$ cat src/hw/rtl/qrot_pkg.sv
package qrot_pkg;

   // magnitudes are prescaled so the largest one has its top bit here
   localparam int PRESCALE_TOP = 29;
   localparam int A_W = PRESCALE_TOP + 1;
   localparam int S2_W = 2 * A_W + 2;
   localparam int ROOT_W = S2_W / 2;
   localparam int QUEUE_DEPTH = 4;
   localparam int CFG_W = 16;
   localparam int CSR_ADDR_W = 3;
   localparam int CSR_MIN_NORM_SQUARED = 0;

   typedef struct packed {
      logic full;
      logic empty;
   } qstat_type;

   function automatic int nfrac(input int vec_w);
      return ((61 - vec_w) < 30) ? (61 - vec_w) : 30;
   endfunction

endpackage

$ cat src/hw/rtl/qrot_queue.sv
module qrot_queue #(
   parameter int WIDTH = 8
) (
   input  logic                  clock,
   input  logic                  reset,
   input  logic                  push,
   input  logic [WIDTH-1:0]      push_data,
   input  logic                  pop,
   output logic [WIDTH-1:0]      pop_data,
   output qrot_pkg::qstat_type   status
);

   localparam int DEPTH = qrot_pkg::QUEUE_DEPTH;
   localparam int PW = $clog2(DEPTH);
   localparam int CW = $clog2(DEPTH + 1);

   logic [WIDTH-1:0] mem_ff [DEPTH];
   logic [PW-1:0]    wr_ptr_ff, rd_ptr_ff;
   logic [CW-1:0]    count_ff, count_in;

   always_comb begin
      count_in = count_ff;
      if (push && !pop) count_in = count_ff + CW'(1);
      else if (pop && !push) count_in = count_ff - CW'(1);
   end

   always_ff @(posedge clock) begin
      if (reset) begin
         wr_ptr_ff <= '0;
         rd_ptr_ff <= '0;
         count_ff <= '0;
      end else begin
         if (push) wr_ptr_ff <= wr_ptr_ff + PW'(1);
         if (pop) rd_ptr_ff <= rd_ptr_ff + PW'(1);
         count_ff <= count_in;
      end
   end

   always_ff @(posedge clock) begin
      if (push) mem_ff[wr_ptr_ff] <= push_data;
   end

   assign pop_data = mem_ff[rd_ptr_ff];
   assign status.full = (count_ff == CW'(DEPTH));
   assign status.empty = (count_ff == '0);

endmodule

$ cat config.mk
export PLATFORM = sky130hd
export DESIGN_NAME = qrot_queue
export DESIGN_NICKNAME = d
export VERILOG_FILES = /design/src/hw/rtl/qrot_pkg.sv /design/src/hw/rtl/qrot_queue.sv
export SDC_FILE = /design/constraint.sdc
export NUM_CORES = 1
export LEC_CHECK = 0
export BUFFER_PORTS_ARGS = -buffer_cell sky130_fd_sc_hd__buf_2
export CAP_MARGIN = 40
export CORE_MARGIN = 4
export CORE_UTILIZATION = 40
export CTS_BUF_LIST = sky130_fd_sc_hd__clkbuf_4 sky130_fd_sc_hd__clkbuf_8
export CTS_CLUSTER_SIZE = 28
export DETAILED_ROUTE_END_ITERATION = 7
export SYNTH_ARGS = -nofsm -noshare
export SYNTH_HDL_FRONTEND = slang
export SYNTH_SLANG_ARGS = --single-unit
$ cat constraint.sdc
create_clock -name clock -period 1.65 [get_ports clock]
set_input_delay 0.0825 -clock clock [delete_from_list [all_inputs] [get_ports clock]]
set_output_delay 0.0825 -clock clock [all_outputs]
set_load 0.1 [all_outputs]
Word level (Yosys, flattened, before mapping)
Memories as Yosys holds them, arrays and structs flattened. A register that Yosys moved wholly into a read port is not among the register bits.
Index checks and enable logic that the tools add are counted.
{ "word_totals": {"ramBits": 32, "word_cells": 21, "inputBits": 12, "memories": 1, "ff_bits": 7} }
{ "mem_list": {"columns": ["memory", "depth", "word_bits", "rd", "rd_ports_with_merged_regs", "write_ports", "line", "text"], "rows": [
  ["mem_ff", 4, 8, 1, 1, 1, "qrot_queue.sv:17", "logic [WIDTH-1:0] mem_ff [DEPTH];"]
]} }
{ "classes": {"addsub": 4, "eq_ne": 1, "n_reduce_logical": 6, "muxes": 6} }
{ "ops": {"columns": ["op", "n"], "rows": [
  ["two-way mux 3 bit", 2],
  ["adder 2 x 1 -> 2 bit, second input constant", 2],
  ["two-way mux 2 bit", 2],
  ["adder 3 x 1 -> 3 bit, second input constant", 1],
  ["equality test 3 bit, second input constant", 1],
  ["logical NOT 3 bit", 1],
  ["subtractor 3 x 1 -> 3 bit, second input constant", 1],
  ["logical AND 1 bit", 2],
  ["logical NOT 1 bit", 2],
  ["two-way mux 1 bit", 2],
  ["nonzero test 2 bit", 1]
]} }

Depth between registers and ports, before layout
Gate-level depths: netlist (run 1).
{ "depth": {"depth_word": 4, "depth_mapped": 7, "depth_no_buf": 7} }

Least setup slack after synthesis (run 1)
OpenSTA, ideal clock, no wires.
{ "synth_path": {"path_type": "register to output", "startpoint": "register count_ff[1]", "endpoint": "output port status[1] (netlist bit)", "stages_incl_launch_ff": 2, "t_arrival_ns": 2.552, "setup_slack_ns": -0.985, "path_cell_list": "dfxtp_1 nor3b_1"} }
{ "synth_lines": {"columns": ["item", "line", "text"], "rows": [
  ["from (decl)", "qrot_queue.sv:19", "logic [CW-1:0] count_ff, count_in;"],
  ["from (signal assigned)", "qrot_queue.sv:35", "count_ff <= count_in;"],
  ["to (decl)", "qrot_queue.sv:10", "output qrot_pkg::qstat_type status"]
]} }

==> flow_summary.yaml, run 1 <==
status:
  outcome: "completed"
logic_synthesis:
  synth_cell_types: 20
  yosysTopAreaCell: "edfxtp_1"
  ys_seq_elements: 41
  syn_avg_cell_area_um2: 18.45
  yosys_warnings: 0
  synth_common_cells: "edfxtp_1, dfxtp_1, mux4_2, nor2_1, ha_1"
  synth.area.top_cells: "edfxtp_1, dfxtp_1, mux4_2, ha_1, nor2_1"
  synth_edf_count: 32
  ys_seq_area_share_pct: 71.92
  synth_flop_cell: "edfxtp_1"
  synthCells: 86
  synth_most_common_cell: "edfxtp_1"
  synth_nets: 104
  synthArstFlopShare_pct: 0
  synth_top_area_share_pct: 60.57
  syn_area_um2: 1587
cts:
  htree_levels: 2
  cts_sinks: 41
  clk_pin_slew_ns: 0.07
  clkLatencyLatePin_ns: 0.28
  cts_tree: "done"
  cts.path.max_buffers: 2
  cts-root-buf: "clkbuf_8"
  post-cts-setup-buffer-count: 0
  cts_buffers: 5
setup_path:
  critPathCaptureType: "output port"
  cp_num_buf_inv: 2
  path_cells: "buf_12, mux4_2, buf_4"
  cpMaxStageDelayCell: "mux4_2"
  crit_path_max_fanout: 8
  setup.worst_path.class: "reg2out"
  crit_path_start_kind: "flop"
  cp.required_ns: 1.57
  cp_slowest_stage_delay_ns: 0.49
  crit_family: "multiplexers"
  cp.arrival_ns: 1.50
die:
  std_cell_rows: 22
  start_util_pct: 42.38
  die_area_um2: 5038
  fp.dieH_um: 70.98
  die_x_um: 70.98
  num_io_pins: 22
  core_area_um2: 3744
timing:
  maxSlewViolCount: 0
  setup_viol: 0
  worstMarginPinSlew_ns: 0.4838
  slew_headroom_pct: 67.97
  finClkSkew_ns: 0.003282
  period_minus_slack_ns: 1.579
  hold_viol: 0
  hold-worst-slack_ns: 0.01254
  final.period_utilization_pct: 95.69
  fmax_mhz: 633.3
  rsz0062_at_grt: "no"
layout:
  n_antenna_cell: 0
  final_nets: 130
  syn_to_final_growth_pct: 18.93
  drive_above_1_share_pct: 34.82
routing:
  firstDrtPassIters: 4
  drc: 0
  ant_nets: 0
  wl_per_cell_um: 14.77
  vias: 776
  first_iter_violations: 28
  drt_wl_total_um: 2363
  via_per_inst: 4.850
job:
  maxCapViolations: 0
min_path:
  holdCritPathClass: "in2reg"
grt:
  grt_pass1_wl_um: 3926
  first_global_vias: 816
  grt_max_degree: 12
  grt.total_usage_pct: 10.61
  globalRouteOverflowTotal: 0
  antenna_found_initial: 0
pwr:
  peakVddDrop_uv: 890.3
  total_power_mw: 2.414
  p_leak_nw: 0.6891
  power_density_nw_per_um2: 1279
placed_design:
  place.gp.congestion: 0.7097
  port_buffers: 21
## placed cells by master (no fill, tap or decap), drive strengths merged
cell / Yosys / layout
edfxtp: 32 / 32
xor2: 3 / 3
nor3: 1 / 1
dfxtp: 9 / 9
nor3b: 1 / 1
a21oi: 1 / 1
ha: 5 / 5
nor2: 7 / 7
xnor2: 2 / 2
or3: 1 / 1
mux2i: 2 / 2
fa: 1 / 1
buf: 1 / 22
clkbuf: 2 / 6
nand2: 1 / 1
clkinv: 0 / 1
and2: 4 / 4
inv: 4 / 4
o21ai: 1 / 1
mux4: 8 / 8
## registers in the layout, summed over array words and instances, names as in the netlist, named ones only
register,cells
wr_ptr_ff,2
rd_ptr_ff,2
count_ff,3
mem_ff,32
## metrics by stage
stage	worst slack, ns	instances	setup TNS (ns)	util, %	cell area [µm²]
5_1_grt	0.003444	160	0	50.40	1887
4_1_cts	0.005768	160	0	49.83	1866
2_1_floorplan	-0.01106	86	-0.01616	-	1597
3_5_place_dp	0.09786	153	0	47.06	1762
6_report	0.07105	160	0	50.40	1887
3_3_place_gp	0.1696	153	0	47.06	1762
## cell type report
| class | count | area (µm²) |
|---|---|---|
| tap | 48 | 60.06 |
| sequential | 41 | 1142 |
| multi-input combinational | 38 | 420.4 |
| fill | 328 | 1857 |
| clock buffer | 6 | 76.32 |
| clock inverter | 1 | 3.754 |
| inverter | 4 | 15.01 |
| timing repair buffer | 22 | 168.9 |
## metal layers
layer	GRT usage (%)	up-vias	wire length [µm]
li1	-	371	-
met1	12.19	376	918
met2	16.99	23	1260
met3	3.977	6	136
met4	6.054	0	47
met5	0	-	0
## where the power goes
group | total (mW) | leakage [nW] | internal (mW) | switching (mW)
clock network | 0.596 | 0.0421 | 0.301 | 0.295
logic | 0.594 | 0.278 | 0.173 | 0.422
registers | 1.22 | 0.369 | 1.18 | 0.0436
## kinds of logic (layout without fill, tap and decap cells)
kind of cell	after synthesis	after routing	share of synthesized area [%]
DFF	41	41	71.92
and+or+nand+nor	15	15	4.653
muxes	10	10	12.62
buffers and inverters	7	33	2.207
adders and majority gates	6	6	5.205
xor gates and xnor gates	5	5	2.761
AOI/OAI and AO/OA	2	2	0.6303
## what timing repair did
action,4_1_cts,5_1_grt
setup endpoints to repair,8,8
resized for setup,9,6
gates cloned,0,0
hold buffers,0,0
## final timing paths
kind	from	endpoint	slack [ns]	cells after the start
max	flop	pop_data[3]	0.07	3
min	push_data[6]	mem_ff[2][6]$_DFFE_PP_	0.01	1
max reg2reg	count_ff[0]$_SDFFE_PP0P_	count_ff[2]$_SDFFE_PP0P_	0.17	4
min reg2reg	count_ff[2]$_SDFFE_PP0P_	count_ff[2]$_SDFFE_PP0P_	0.52	2
## worst reg2reg max path, cell delays in order, from the launching register on
cell	delay (ns)
dfxtp_1	0.37
fa_1	0.45
xor2_1	0.16
or3_1	0.30
a21oi_1	0.14
No activity file was read; power rests on OpenSTA's default activity.
==> run 2: changes to the inputs <==
--- a/config.mk
+++ b/config.mk
@@ -8,7 +8,7 @@
 export BUFFER_PORTS_ARGS = -buffer_cell sky130_fd_sc_hd__buf_2
 export CAP_MARGIN = 40
 export CORE_MARGIN = 4
-export CORE_UTILIZATION = 40
+export CORE_UTILIZATION = 31
 export CTS_BUF_LIST = sky130_fd_sc_hd__clkbuf_4 sky130_fd_sc_hd__clkbuf_8
 export CTS_CLUSTER_SIZE = 28
 export DETAILED_ROUTE_END_ITERATION = 7
==> run 2 against run 1 <==
Effect of this change:
- largest power group unchanged
- clock skew grew 0.0027 ns
- final area increased by 2.3%
- highest routed layer unchanged
- cell count up 13%
- setup slack gained 0.010 ns
- non-clock buffer count did not move
- fmax is 0.66% higher
- core utilization decreased by 11 points
- clock power grew 6.7%
==> flow_summary.yaml, run 2 (synthesis results as in run 1) <==
timing:
  period_minus_slack_ns: 1.569
  setup_viol: 0
  rsz0062_at_grt: "no"
  fmax_mhz: 637.5
  slew_headroom_pct: 67.86
  finClkSkew_ns: 0.005947
  worstMarginPinSlew_ns: 0.4854
  setup_slack_ns: 0.08148
  final.period_utilization_pct: 95.06
  maxSlewViolCount: 0
  hold_viol: 0
cts:
  cts.path.max_buffers: 2
  cts-root-buf: "clkbuf_8"
  clkLatencyLatePin_ns: 0.28
  cts_tree: "done"
  clk_pin_slew_ns: 0.07
  htree_levels: 2
  cts_buffers: 5
  cts_sinks: 41
  ctsHoldBuffers: 0
layout:
  top_register: "mem_ff"
  largest_reg_flops: 32
  syn_to_final_growth_pct: 21.61
  final_cell_mix: "edfxtp_1, buf_2, mux4_2, dfxtp_1"
  layout_commonest_cell: "edfxtp_1"
  n_fill_cell: 463
  drive_above_1_share_pct: 36.28
  top_regs: "mem_ff x32, count_ff x3"
  fin_area_um2: 1929
  final_nets: 130
  n_antenna_cell: 0
job:
  maxCapViolations: 0
placed_design:
  port_buffers: 21
  placed_area_um2: 1785
  place.gp.congestion: 0.6955
  dp_hpwl_um: 1878
  place_ws_ns: 0.05601
status:
  outcome: "completed"
min_path:
  holdCritPathClass: "in2reg"
die:
  die_x_um: 79.54
  fp.dieH_um: 79.54
  start_util_pct: 32.72
  die_area_um2: 6327
  num_io_pins: 22
  core_area_um2: 4848
  std_cell_rows: 25
pwr:
  peakVddDrop_uv: 638.9
  power_density_nw_per_um2: 1278
  total_power_mw: 2.466
  p_leak_nw: 0.6991
routing:
  firstDrtPassIters: 3
  wl_per_cell_um: 14.61
  via_per_inst: 4.361
  drc: 0
  first_iter_violations: 36
  ant_nets: 0
  drt_wl_total_um: 2630
  vias: 785
setup_path:
  reg2reg_slack_ns: 0.14
  cp.arrival_ns: 1.49
  crit_path_max_fanout: 8
  critPathCaptureType: "output port"
  crit_path_start_kind: "flop"
  setup.worst_path.class: "reg2out"
  cp.required_ns: 1.57
grt:
  grt.total_usage_pct: 9.207
  grt_pass1_wl_um: 4222
  globalRouteOverflowTotal: 0
  antenna_found_initial: 0
  first_global_vias: 871
  grt_max_degree: 13
-- run 2: final timing paths --
path | start | to | cells after the start
min | push_data[4] | mem_ff[0][4]$_DFFE_PP_ | 1
max reg2reg | count_ff[0]$_SDFFE_PP0P_ | count_ff[2]$_SDFFE_PP0P_ | 4
max | flop | pop_data[7] | 3
min reg2reg | count_ff[2]$_SDFFE_PP0P_ | count_ff[2]$_SDFFE_PP0P_ | 2
-- run 2: what timing repair did --
item	in CTS	in global routing
setup buffers	0	0
resized for setup	13	5
pin swaps	0	0
endpoints found under the setup margin	8	6
-- run 2: cell type report --
type / instances / area, µm² / area share, %
Inverter: 4 / 15.01 / 0.7782
Clock buffer: 7 / 83.83 / 4.345
Sequential cell: 41 / 1142 / 59.21
Multi-Input combinational cell: 38 / 420.4 / 21.79
Timing Repair Buffer: 22 / 178.9 / 9.274
Clock inverter: 1 / 5.005 / 0.2594
Tap cell: 67 / 83.83 / 4.345
-- run 2: per-stage QoR --
step | instances | hold slack [ns] | TNS, ns | util (%)
after floorplan | 86 | 0.1814 | -0.01616 | -
after global placement | 172 | 0.2945 | 0 | 36.83
after detailed placement | 172 | 0.3072 | 0 | 36.83
after CTS | 180 | 0.0004587 | 0 | 39.46
after global routing | 180 | 0.0005280 | 0 | 39.79
final | 180 | 0.009133 | 0 | 39.79
-- run 2: worst max-delay path: stages (launching register included) --
cell,delay [ns]
dfxtp_2,0.35
buf_12,0.14
mux4_2,0.52
buf_6,0.20
-- run 2: report_power, final --
group / leakage, nW / switching [mW] / internal, mW
Clock: 0.0491 / 0.307 / 0.329
Combinational: 0.281 / 0.428 / 0.179
Sequential: 0.369 / 0.0429 / 1.18
Total: 0.699 / 0.778 / 1.69
-- run 2: layer usage --
metal / part of all wire, % / routed length [µm] / global-route usage, % / vias to the layer above
met2: 53 / 1406 / 16.19 / 22
met1: 39 / 1025 / 9.614 / 391
met4: 0.68 / 18 / 4.124 / 0
li1: - / - / - / 368
met3: 6.8 / 180 / 3.612 / 4
met5: 0 / 0 / 0 / -
==> run 3: changes to the inputs <==
--- a/config.mk
+++ b/config.mk
@@ -12,6 +12,7 @@
 export CTS_BUF_LIST = sky130_fd_sc_hd__clkbuf_4 sky130_fd_sc_hd__clkbuf_8
 export CTS_CLUSTER_SIZE = 28
 export DETAILED_ROUTE_END_ITERATION = 7
+export RECOVER_POWER = 50
 export SYNTH_ARGS = -nofsm -noshare
 export SYNTH_HDL_FRONTEND = slang
 export SYNTH_SLANG_ARGS = --single-unit
==> constraint.sdc (replaced) <==
create_clock -name clock -period 1.71 [get_ports clock]
set_input_delay 0.0855 -clock clock [delete_from_list [all_inputs] [get_ports clock]]
set_output_delay 0.0855 -clock clock [all_outputs]
set_load 0.1 [all_outputs]
==> run 3 against run 2 <==
Effect of this change:
- sequential power fell by 3%
- routed wire length up 0.23%
- clock power decreased by 7.5%
- setup slack got worse by 0.0089 ns
- flip-flop and latch count did not move
- total power down 5.9%
- cell count shrank 0.56%
- combinational power decreased by 8.7%
- critical path type unchanged
==> flow_summary.yaml, run 3 (synthesis results as in run 1) <==
grt:
  globalRouteOverflowTotal: 0
  grt_pass1_wl_um: 4160
  grt.total_usage_pct: 8.874
  grt_max_degree: 13
  first_global_vias: 843
  antenna_found_initial: 0
status:
  outcome: "completed"
setup_path:
  crit_path_start_kind: "flop"
  crit_path_max_fanout: 8
  r2r_start: "count_ff[0]$_SDFFE_PP0P_"
  crit_family: "multiplexers"
  path_cells: "buf_6, mux4_2, buf_4"
  reg2reg_slack_ns: 0.19
  critPathCaptureType: "output port"
  reg2reg_to: "count_ff[2]$_SDFFE_PP0P_"
  cp.arrival_ns: 1.55
  cp_slowest_stage_delay_ns: 0.52
  cp_num_buf_inv: 2
  setup.worst_path.class: "reg2out"
  ff2ff_path_depth: 4
  cp.required_ns: 1.62
  cpMaxStageDelayCell: "mux4_2"
cts:
  cts.path.max_buffers: 2
  cts-root-buf: "clkbuf_8"
  cts_tree: "done"
  cts_sinks: 41
  clk_pin_slew_ns: 0.07
  clkLatencyLatePin_ns: 0.29
  htree_levels: 2
  ctsHoldBuffers: 0
  cts_buffers: 5
layout:
  ff_latch_area_um2: 1142
  n_antenna_cell: 0
  fin_area_um2: 1868
  top_regs: "mem_ff x32, count_ff x3"
  largest_reg_flops: 32
  multi_input_area_um2: 420.4
  drive_above_1_share_pct: 27.68
  top_register: "mem_ff"
  final_nets: 130
  n_fill_cell: 445
  instances_no_fill: 179
  layout_commonest_cell: "edfxtp_1"
  final_cell_mix: "edfxtp_1, mux4_2, dfxtp_1, clkbuf_1, buf_4"
  syn_to_final_growth_pct: 17.74
die:
  num_io_pins: 22
  start_util_pct: 32.72
  die_area_um2: 6327
  fp.dieH_um: 79.54
  std_cell_rows: 25
  core_area_um2: 4848
  die_x_um: 79.54
timing:
  setup_viol: 0
  slew_headroom_pct: 57.65
  maxSlewViolCount: 0
  finClkSkew_ns: 0.007026
  rsz0062_at_grt: "no"
  hold_viol: 0
  fmax_mhz: 610.7
  worstMarginPinSlew_ns: 0.6349
  period_minus_slack_ns: 1.637
  setup-tns-final_ns: 0
  final.period_utilization_pct: 95.76
pwr:
  combPwrFrac_pct: 23.9
  peakVddDrop_uv: 678.9
  p_leak_nw: 0.6509
  p_seq_share_pct: 50.8
  p_sw_share_pct: 32.94
  power_density_nw_per_um2: 1242
  power_frac_clock_pct: 25.3
  p_switching_mw: 0.7641
  internal-power_mw: 1.556
min_path:
  hold_start: "push_data[3]"
  holdPathEnd: "mem_ff[2][3]$_DFFE_PP_"
  holdCritPathClass: "in2reg"
  holdPathStages: 1
routing:
  drt_wl_total_um: 2636
  ant_nets: 0
  via_per_inst: 4.402
  drc: 0
  wl_per_cell_um: 14.73
  vias: 788
  first_iter_violations: 59
  firstDrtPassIters: 4
placed_design:
  dp_hpwl_um: 1807
  place.gp.congestion: 0.7308
  port_buffers: 21
  placed_area_um2: 1773
  dp.cells: 172
job:
  maxCapViolations: 0
run 3: cell types whose count changed in the layout (fill, tap and decap cells not counted), moves of 2 or more:
cell and delta:
buf_2 -8, buf_4 +8, buf_6 -6, clkbuf_1 +8, clkbuf_4 -2
run 3: per-stage QoR:
step | hold slack [ns] | utilization, % | setup WS [ns] | power, mW
final | 0.06684 | 38.53 | 0.07255 | 2.320
after global routing | 0.06210 | 38.53 | 0.009180 | 2.417
after CTS | 0.002917 | 38.61 | 0.002020 | 2.340
after detailed placement | 0.3076 | 36.57 | 0.1566 | 1.741
after global placement | 0.2980 | 36.57 | 0.2277 | 1.728
after floorplan | 0.1844 | - | 0.04594 | 1.647
run 3: worst max-delay path by stage:
stage | from | to | slack [ns] | cells after the start
floorplan | count_ff[1]$_SDFFE_PP0P_ | status[1] | 0.05 | 1
global placement | push | count_ff[2]$_SDFFE_PP0P_ | 0.23 | 7
detailed placement | push | count_ff[2]$_SDFFE_PP0P_ | 0.16 | 7
CTS | flop | pop_data[0] | 0.002 | 3
global route | flop | pop_data[5] | 0.009 | 3
finish | flop | pop_data[5] | 0.07 | 3
run 3: per-layer routing:
| metal | up-vias | global-route usage, % | share of wire, % |
|---|---|---|---|
| met2 | 23 | 13.69 | 47 |
| met4 | 0 | 3.608 | 0.87 |
| met1 | 392 | 10.94 | 45 |
| met3 | 5 | 3.725 | 6.8 |
| li1 | 368 | - | - |
| met5 | - | 0 | 0 |
run 3: layout make-up:
type,count,share of cell area (%)
clock buffer,5,3.684
clock inverter,2,0.6028
inverter,4,0.8038
multi-input combinational,38,22.51
sequential,41,61.15
tap,67,4.488
timing repair buffer,22,6.765
run 3: worst register-to-register path, stage by stage (launching register included):
cell	delay, ns
dfxtp_1	0.37
fa_1	0.45
xor2_1	0.16
or3_1	0.30
a21oi_1	0.16
run 3: power groups by stage:
stage	Clock, mW	Combinational [mW]	Sequential, mW
after floorplan	0	0.460	1.19
after global placement	0	0.530	1.20
after detailed placement	0	0.540	1.20
after CTS	0.604	0.557	1.18
after global routing	0.652	0.579	1.19
final	0.588	0.554	1.18
run 3: timing repair:
action,CTS,global route
endpoints found under the setup margin,8,2
hold endpoints to repair,0,0
gates resized for setup,7,5
setup buffers,0,0
